<file path="src/design/c2d_pkg.sv">
`default_nettype none

package c2d_pkg;

    // Default store capacities.
    localparam int MAX_ROWS_DEF     = 32;
    localparam int MAX_COLS_DEF     = 32;
    localparam int MAX_KER_ROWS_DEF = 8;
    localparam int MAX_KER_COLS_DEF = 8;

    // Field widths of the stream payloads.
    localparam int FUNC_W   = 2;
    localparam int COORD_W  = 6;
    localparam int SAMPLE_W = 16;
    localparam int PROD_W   = 32;
    localparam int VALUE_W  = 40;
    localparam int STATUS_W = 2;

    // Register file.
    localparam int CFG_IDX_W  = 3;
    localparam int CFG_DATA_W = 6;
    localparam int MODE_W     = 2;
    localparam int MSIZE_W    = 6;
    localparam int KSIZE_W    = 4;

    localparam logic [CFG_IDX_W-1:0] REG_MODE     = 3'd0;
    localparam logic [CFG_IDX_W-1:0] REG_MAT_ROWS = 3'd1;
    localparam logic [CFG_IDX_W-1:0] REG_MAT_COLS = 3'd2;
    localparam logic [CFG_IDX_W-1:0] REG_KER_ROWS = 3'd3;
    localparam logic [CFG_IDX_W-1:0] REG_KER_COLS = 3'd4;

    localparam logic [MODE_W-1:0]  MODE_RST     = 2'd0;
    localparam logic [MSIZE_W-1:0] MAT_ROWS_RST = 6'd32;
    localparam logic [MSIZE_W-1:0] MAT_COLS_RST = 6'd32;
    localparam logic [KSIZE_W-1:0] KER_ROWS_RST = 4'd3;
    localparam logic [KSIZE_W-1:0] KER_COLS_RST = 4'd3;

    // Convolution modes.
    localparam logic [MODE_W-1:0] MODE_FULL  = 2'd0;
    localparam logic [MODE_W-1:0] MODE_SAME  = 2'd1;
    localparam logic [MODE_W-1:0] MODE_VALID = 2'd2;

    // Function codes carried in the input tuser.
    localparam logic [FUNC_W-1:0] FUNC_LOAD_KER = 2'd0;
    localparam logic [FUNC_W-1:0] FUNC_LOAD_MAT = 2'd1;
    localparam logic [FUNC_W-1:0] FUNC_COMPUTE  = 2'd2;

    // Result status codes.
    localparam logic [STATUS_W-1:0] ST_OK    = 2'd0;
    localparam logic [STATUS_W-1:0] ST_SIZE  = 2'd1;
    localparam logic [STATUS_W-1:0] ST_COORD = 2'd2;

    // Last drain count for the datapath pipeline behind the tap address: read, multiply, add.
    localparam logic DRAIN_LAST = 1'b1;

    typedef struct packed {
        logic load_ker;
        logic load_mat;
        logic capture;
        logic check;
        logic step;
        logic out_load;
    } c2d_cmd_t;

    typedef struct packed {
        logic err;
        logic last_tap;
        logic out_free;
    } c2d_sts_t;

endpackage

`default_nettype wire

</file>
<file path="src/design/c2d_ctrl.sv">
`default_nettype none

module c2d_ctrl (
    input  wire logic                          clk,
    input  wire logic                          rst_n,
    input  wire logic                          in_valid,
    input  wire logic [c2d_pkg::FUNC_W-1:0]    in_func,
    output logic                               in_ready,
    input  wire c2d_pkg::c2d_sts_t             sts,
    output c2d_pkg::c2d_cmd_t                  cmd
);
    import c2d_pkg::*;

    localparam logic [2:0] S_IDLE   = 3'd0;
    localparam logic [2:0] S_CHECK  = 3'd1;
    localparam logic [2:0] S_RUN    = 3'd2;
    localparam logic [2:0] S_DRAIN  = 3'd3;
    localparam logic [2:0] S_FINISH = 3'd4;

    logic [2:0] state_reg;
    logic [2:0] state_next;
    logic       drain_reg;
    logic       drain_next;

    always_comb
    begin
        state_next = state_reg;
        drain_next = drain_reg;
        in_ready   = 1'b0;
        cmd        = '0;
        case (state_reg)
            S_IDLE:
            begin
                in_ready = 1'b1;
                if (in_valid)
                begin
                    case (in_func)
                        FUNC_LOAD_KER: cmd.load_ker = 1'b1;
                        FUNC_LOAD_MAT: cmd.load_mat = 1'b1;
                        FUNC_COMPUTE:
                        begin
                            cmd.capture = 1'b1;
                            state_next  = S_CHECK;
                        end
                        default: ;
                    endcase
                end
            end
            S_CHECK:
            begin
                cmd.check  = 1'b1;
                state_next = S_RUN;
            end
            S_RUN:
            begin
                if (sts.err)
                begin
                    state_next = S_FINISH;
                end
                else
                begin
                    cmd.step = 1'b1;
                    if (sts.last_tap)
                    begin
                        state_next = S_DRAIN;
                        drain_next = 1'b0;
                    end
                end
            end
            S_DRAIN:
            begin
                drain_next = 1'b1;
                if (drain_reg == DRAIN_LAST)
                begin
                    state_next = S_FINISH;
                end
            end
            S_FINISH:
            begin
                if (sts.out_free)
                begin
                    cmd.out_load = 1'b1;
                    state_next   = S_IDLE;
                end
            end
            default: state_next = S_IDLE;
        endcase
    end

    always_ff @(posedge clk or negedge rst_n)
    begin
        if (!rst_n)
        begin
            state_reg <= S_IDLE;
            drain_reg <= 1'b0;
        end
        else
        begin
            state_reg <= state_next;
            drain_reg <= drain_next;
        end
    end

    // Taps are never issued for a request that failed its checks.
    a_no_step_on_err: assert property (@(posedge clk) disable iff (!rst_n)
        cmd.step |-> !sts.err)
        else $error("tap issued for a failed request");

    // The last tap always hands over to the pipeline drain.
    a_last_to_drain: assert property (@(posedge clk) disable iff (!rst_n)
        (cmd.step && sts.last_tap) |=> (state_reg == S_DRAIN))
        else $error("last tap not followed by drain");

endmodule

`default_nettype wire

</file>
<file path="config.mk">
export PLATFORM = sky130hd
export DESIGN_NAME = c2d_ctrl
export DESIGN_NICKNAME = d
export VERILOG_FILES = /design/src/design/c2d_pkg.sv /design/src/design/c2d_ctrl.sv
export SDC_FILE = /design/constraint.sdc
export NUM_CORES = 1
export LEC_CHECK = 0
export BUFFER_PORTS_ARGS = -buffer_cell sky130_fd_sc_hd__buf_2
export CAP_MARGIN = 10
export CORE_AREA = 3 3 40 42
export CTS_BUF_LIST = sky130_fd_sc_hd__clkbuf_8 sky130_fd_sc_hd__clkbuf_16
export CTS_CLUSTER_DIAMETER = 150
export DETAILED_ROUTE_END_ITERATION = 10
export DIE_AREA = 0 0 43 45
export PLACE_DENSITY_LB_ADDON = 0.2
export SYNTH_ARGS = -nofsm -noshare
export SYNTH_HDL_FRONTEND = slang
export SYNTH_SLANG_ARGS = --single-unit
</file>
<file path="constraint.sdc">
create_clock -name clk -period 1.1 [get_ports clk]
set_clock_uncertainty 0.15 [all_clocks]
set_input_delay 0.11 -clock clk [delete_from_list [all_inputs] [get_ports clk]]
set_output_delay 0.11 -clock clk [all_outputs]
set_load 0.05 [all_outputs]
</file>
==> impl_metrics.xml <==
<?xml version="1.0" encoding="UTF-8"?>
<metrics>
  <group name="power_and_ir_drop">
    <metric name="cell_internal_pwr" unit="mW">0.957</metric>
    <metric name="p_leak" unit="nW">0.265</metric>
    <metric name="switching_power" unit="mW">0.701</metric>
    <metric name="power_density" unit="nW/um2">2780</metric>
    <metric name="sw_frac" unit="">0.423</metric>
    <metric name="p_comb_frac" unit="">0.648</metric>
    <metric name="share_seq_of_total_power" unit="">0.168</metric>
    <metric name="power.ir.vdd_worst" unit="mV">1.67</metric>
    <metric name="clock_power_share" unit="">0.184</metric>
  </group>
  <group name="final_layout">
    <metric name="fillCellCount" unit="">122</metric>
    <metric name="layout_common_cells" unit="">sky130_fd_sc_hd__buf_4 (9), sky130_fd_sc_hd__buf_2 (7), sky130_fd_sc_hd__dfrtp_1 (4), sky130_fd_sc_hd__buf_8 (4)</metric>
    <metric name="layout.cells.most_common" unit="">sky130_fd_sc_hd__buf_4</metric>
    <metric name="area_delta_synth_final" unit="%">109</metric>
    <metric name="final_design_utilization" unit="">0.464</metric>
    <metric name="stdcell_area" unit="um2">597</metric>
    <metric name="cell_count_final_fillers_out" unit="">72</metric>
    <metric name="share_of_layout_cells_above_drive_strength_1" unit="">0.667</metric>
    <metric name="largest_register_ff_count" unit="">3</metric>
    <metric name="nNetsFinal" unit="">67</metric>
    <metric name="number_of_diodes_added_for_antenna_fixing" unit="">0</metric>
  </group>
  <group name="flow_run">
    <metric name="timing.max_cap.violations" unit="">0</metric>
  </group>
  <group name="timing">
    <metric name="worst_slew_pin_slew" unit="ns">0.189</metric>
    <metric name="final_max_slew_viol_count" unit="">0</metric>
    <metric name="setup_viol_count_final" unit="">11</metric>
    <metric name="slew_headroom" unit="">0.871</metric>
    <metric name="layout_worst_path_cycle_share" unit="">1.40</metric>
    <metric name="setup_tns" unit="ns">-3.27</metric>
    <metric name="maxClockFrequency" unit="MHz">651</metric>
    <metric name="timing.final.crit_period" unit="ns">1.54</metric>
    <metric name="rsz_0062_raised_after_global_routing" unit="">yes</metric>
    <metric name="final_number_of_hold_violating_endpoints" unit="">0</metric>
    <metric name="final_setup_margin" unit="ns">-0.437</metric>
  </group>
  <group name="cts">
    <metric name="insertion_delay" unit="ns">0.22</metric>
    <metric name="cts_tree" unit="">built</metric>
    <metric name="cts.sink_count" unit="">4</metric>
    <metric name="clockBufferDepth" unit="">2</metric>
    <metric name="cts-htree-levels" unit="">1</metric>
    <metric name="clock_buffers_created_by_tritoncts" unit="">3</metric>
    <metric name="cts.reportedPaths.clkPinSlew" unit="ns">0.03</metric>
    <metric name="root_buffer" unit="">sky130_fd_sc_hd__clkbuf_8</metric>
  </group>
  <group name="global_routing">
    <metric name="overflow" unit="">0</metric>
    <metric name="grt_first_pass_wirelength" unit="um">1440</metric>
    <metric name="first_global_vias" unit="">345</metric>
    <metric name="antenna_found_initial" unit="">0</metric>
    <metric name="grt_max_degree" unit="">8</metric>
    <metric name="groute.usage.overall" unit="">0.108</metric>
  </group>
  <group name="route">
    <metric name="detail_route.wl_per_cell" unit="um">12.1</metric>
    <metric name="drt_iter0_markers" unit="">3</metric>
    <metric name="first_pass_detailed_route_iteration_total" unit="">3</metric>
    <metric name="post-route-drc-count" unit="">0</metric>
    <metric name="detail_route.vias_per_cell" unit="">4.64</metric>
    <metric name="postRouteWirelength" unit="um">871</metric>
    <metric name="dr_total_vias" unit="">334</metric>
    <metric name="final_antenna_net_count" unit="">0</metric>
  </group>
  <group name="floorplanning">
    <metric name="fp-row-count" unit="">13</metric>
    <metric name="num_io_pins" unit="">15</metric>
    <metric name="die_width" unit="um">43</metric>
    <metric name="floorplan.die.height" unit="um">45</metric>
    <metric name="design.die.area" unit="um2">1940</metric>
    <metric name="placeableCoreArea" unit="um2">1280</metric>
    <metric name="start_util" unit="">0.222</metric>
  </group>
  <group name="logic_synthesis">
    <metric name="synth.distinct_cells" unit="">20</metric>
    <metric name="syn_area_per_cell" unit="um2">9.51</metric>
    <metric name="synth-warning-count" unit="">0</metric>
    <metric name="area_of_the_mapped_netlist" unit="um2">285</metric>
    <metric name="synthesis.instances" unit="">30</metric>
    <metric name="flip_flop_and_latch_count_after_synthesis" unit="">4</metric>
    <metric name="synth-simple-area-share" unit="">0.443</metric>
    <metric name="synth_top_family_by_area" unit="">simple AND/OR/NAND/NOR gates</metric>
    <metric name="synth_area_in_compound_gates" unit="">0.118</metric>
    <metric name="yosys.area_share.adder" unit="">0</metric>
    <metric name="synth.yosys.seq_area_share" unit="">0.351</metric>
    <metric name="synth.mux.area_fraction" unit="">0.0351</metric>
    <metric name="postSynthNetCount" unit="">38</metric>
    <metric name="post_synth_xor_area_fraction" unit="">0</metric>
  </group>
  <group name="worst_setup_path">
    <metric name="critical_path.max_fanout" unit="">4</metric>
    <metric name="type_of_element_capturing_the_critical_path" unit="">output port</metric>
    <metric name="crit_chain" unit="">nor3_4 &gt; and4b_4 &gt; buf_8</metric>
    <metric name="critical_path_launch_point_type" unit="">flop</metric>
    <metric name="worstSetupPathType" unit="">reg2out</metric>
    <metric name="crit_path_top_delay_cell" unit="">sky130_fd_sc_hd__dfrtp_1</metric>
    <metric name="path_delay_family" unit="">simple AND/OR/NAND/NOR gates</metric>
    <metric name="cp.arrival" unit="ns">1.28</metric>
    <metric name="crit_required" unit="ns">0.84</metric>
    <metric name="critPathMaxStageDelay" unit="ns">0.40</metric>
    <metric name="crit_buf_inv" unit="">1</metric>
  </group>
  <group name="place">
    <metric name="port-buffer-count" unit="">14</metric>
    <metric name="gp_congestion" unit="">0.702</metric>
    <metric name="half_perimeter_wire_length_of_the_detailed_placement_result" unit="um">642</metric>
    <metric name="post_dp_cell_area" unit="um2">449</metric>
    <metric name="count_of_placed_standard_cells_including_taps" unit="">66</metric>
  </group>
  <group name="min_path">
    <metric name="hp-class" unit="">in2reg</metric>
  </group>
  <group name="outcome">
    <metric name="violations" unit="">setup timing</metric>
    <metric name="outcome" unit="">finished, violations left</metric>
  </group>
</metrics>
-- per-stage QoR --
stage / power, mW / setup WS [ns] / hold slack, ns
2_1_floorplan: 0.819 / -0.609 / -0.336
3_3_place_gp: 1.10 / -0.279 / -0.226
3_5_place_dp: 1.11 / -0.292 / -0.226
4_1_cts: 1.53 / -0.440 / 0.0471
5_1_grt: 1.76 / -0.480 / 0.0886
6_report: 1.66 / -0.437 / 0.0573
-- final timing paths --
check	slack, ns	to	start	cells past startpoint
setup reg to reg	-0.24	drain_reg	state_reg[2]	5
min in group asynchronous	0.08	state_reg[1]	rst_n	2
hold reg to reg	0.44	drain_reg	drain_reg	2
setup / recovery	-0.44	cmd[3]	state_reg[2]	3
hold / removal	0.06	state_reg[0]	in_func[1]	3
max in group asynchronous	0.60	state_reg[0]	rst_n	2
-- routing by layer --
| layer | routed length [um] | track usage |
|---|---|---|
| met1 | 336 | 0.109 |
| met2 | 444 | 0.165 |
| met3 | 62 | 0.0319 |
| met4 | 28 | 0.127 |
| met5 | 0 | 0 |
-- cells in the mapped netlist --
| cell type | instances | share of area |
|---|---|---|
| sky130_fd_sc_hd__nand2b_1 | 1 | 0.022 |
| sky130_fd_sc_hd__nor3b_2 | 1 | 0.044 |
| sky130_fd_sc_hd__nand2b_2 | 1 | 0.031 |
| sky130_fd_sc_hd__o22ai_1 | 1 | 0.022 |
| sky130_fd_sc_hd__nor2b_1 | 1 | 0.022 |
| sky130_fd_sc_hd__a21oi_1 | 1 | 0.018 |
| sky130_fd_sc_hd__o21ai_1 | 3 | 0.053 |
| sky130_fd_sc_hd__and4bb_1 | 1 | 0.044 |
| sky130_fd_sc_hd__nor2_1 | 3 | 0.039 |
| sky130_fd_sc_hd__nor3_4 | 1 | 0.057 |
| sky130_fd_sc_hd__and4b_1 | 2 | 0.070 |
| sky130_fd_sc_hd__and3_1 | 1 | 0.022 |
| sky130_fd_sc_hd__inv_1 | 1 | 0.013 |
| sky130_fd_sc_hd__nor3_1 | 2 | 0.035 |
| sky130_fd_sc_hd__nand2_1 | 2 | 0.026 |
| sky130_fd_sc_hd__buf_6 | 1 | 0.039 |
| sky130_fd_sc_hd__a22oi_1 | 1 | 0.026 |
| sky130_fd_sc_hd__nand4b_1 | 1 | 0.031 |
| sky130_fd_sc_hd__dfrtp_1 | 4 | 0.35 |
| sky130_fd_sc_hd__mux2i_1 | 1 | 0.035 |
-- cell type report --
cell class                      instances  area (um2)  share of cell area
Multi-Input combinational cell         24         216               0.363
Timing Repair Buffer                   25         216               0.363
Sequential cell                         4         100               0.168
Clock buffer                            3        41.3              0.0692
Tap cell                               15        18.8              0.0314
Inverter                                1        3.75             0.00629
-- timing repair --
item / in CTS / in global routing
cloned: 0 / 0
resized for setup: 16 / 7
endpoints found under the setup margin: 11 / 11
buffers inserted: 0 / 1
hold buffers: 2 / 0
pin swaps: 2 / 0
endpoints found under the hold margin: 5 / 0
-- worst min-delay path: stages --
cell                       delay (ns)
sky130_fd_sc_hd__buf_2           0.11
sky130_fd_sc_hd__nand4b_1        0.09
sky130_fd_sc_hd__a21oi_1         0.06
-- power groups by stage --
stage,logic [mW],registers (mW),clock network (mW)
floorplan,0.539,0.280,0
CTS,0.940,0.272,0.316
global placement,0.829,0.273,0
global route,1.15,0.288,0.326
detailed placement,0.833,0.274,0
finish,1.08,0.278,0.305
-- kinds of logic (layout without fill, tap and decap cells) --
logic type / after synthesis / count (layout)
simple gates: 17 / 17
flops: 4 / 4
mux: 1 / 1
buf+inv: 2 / 29
compound gates: 6 / 6
Note: power is estimated with default switching activity, not from simulation.
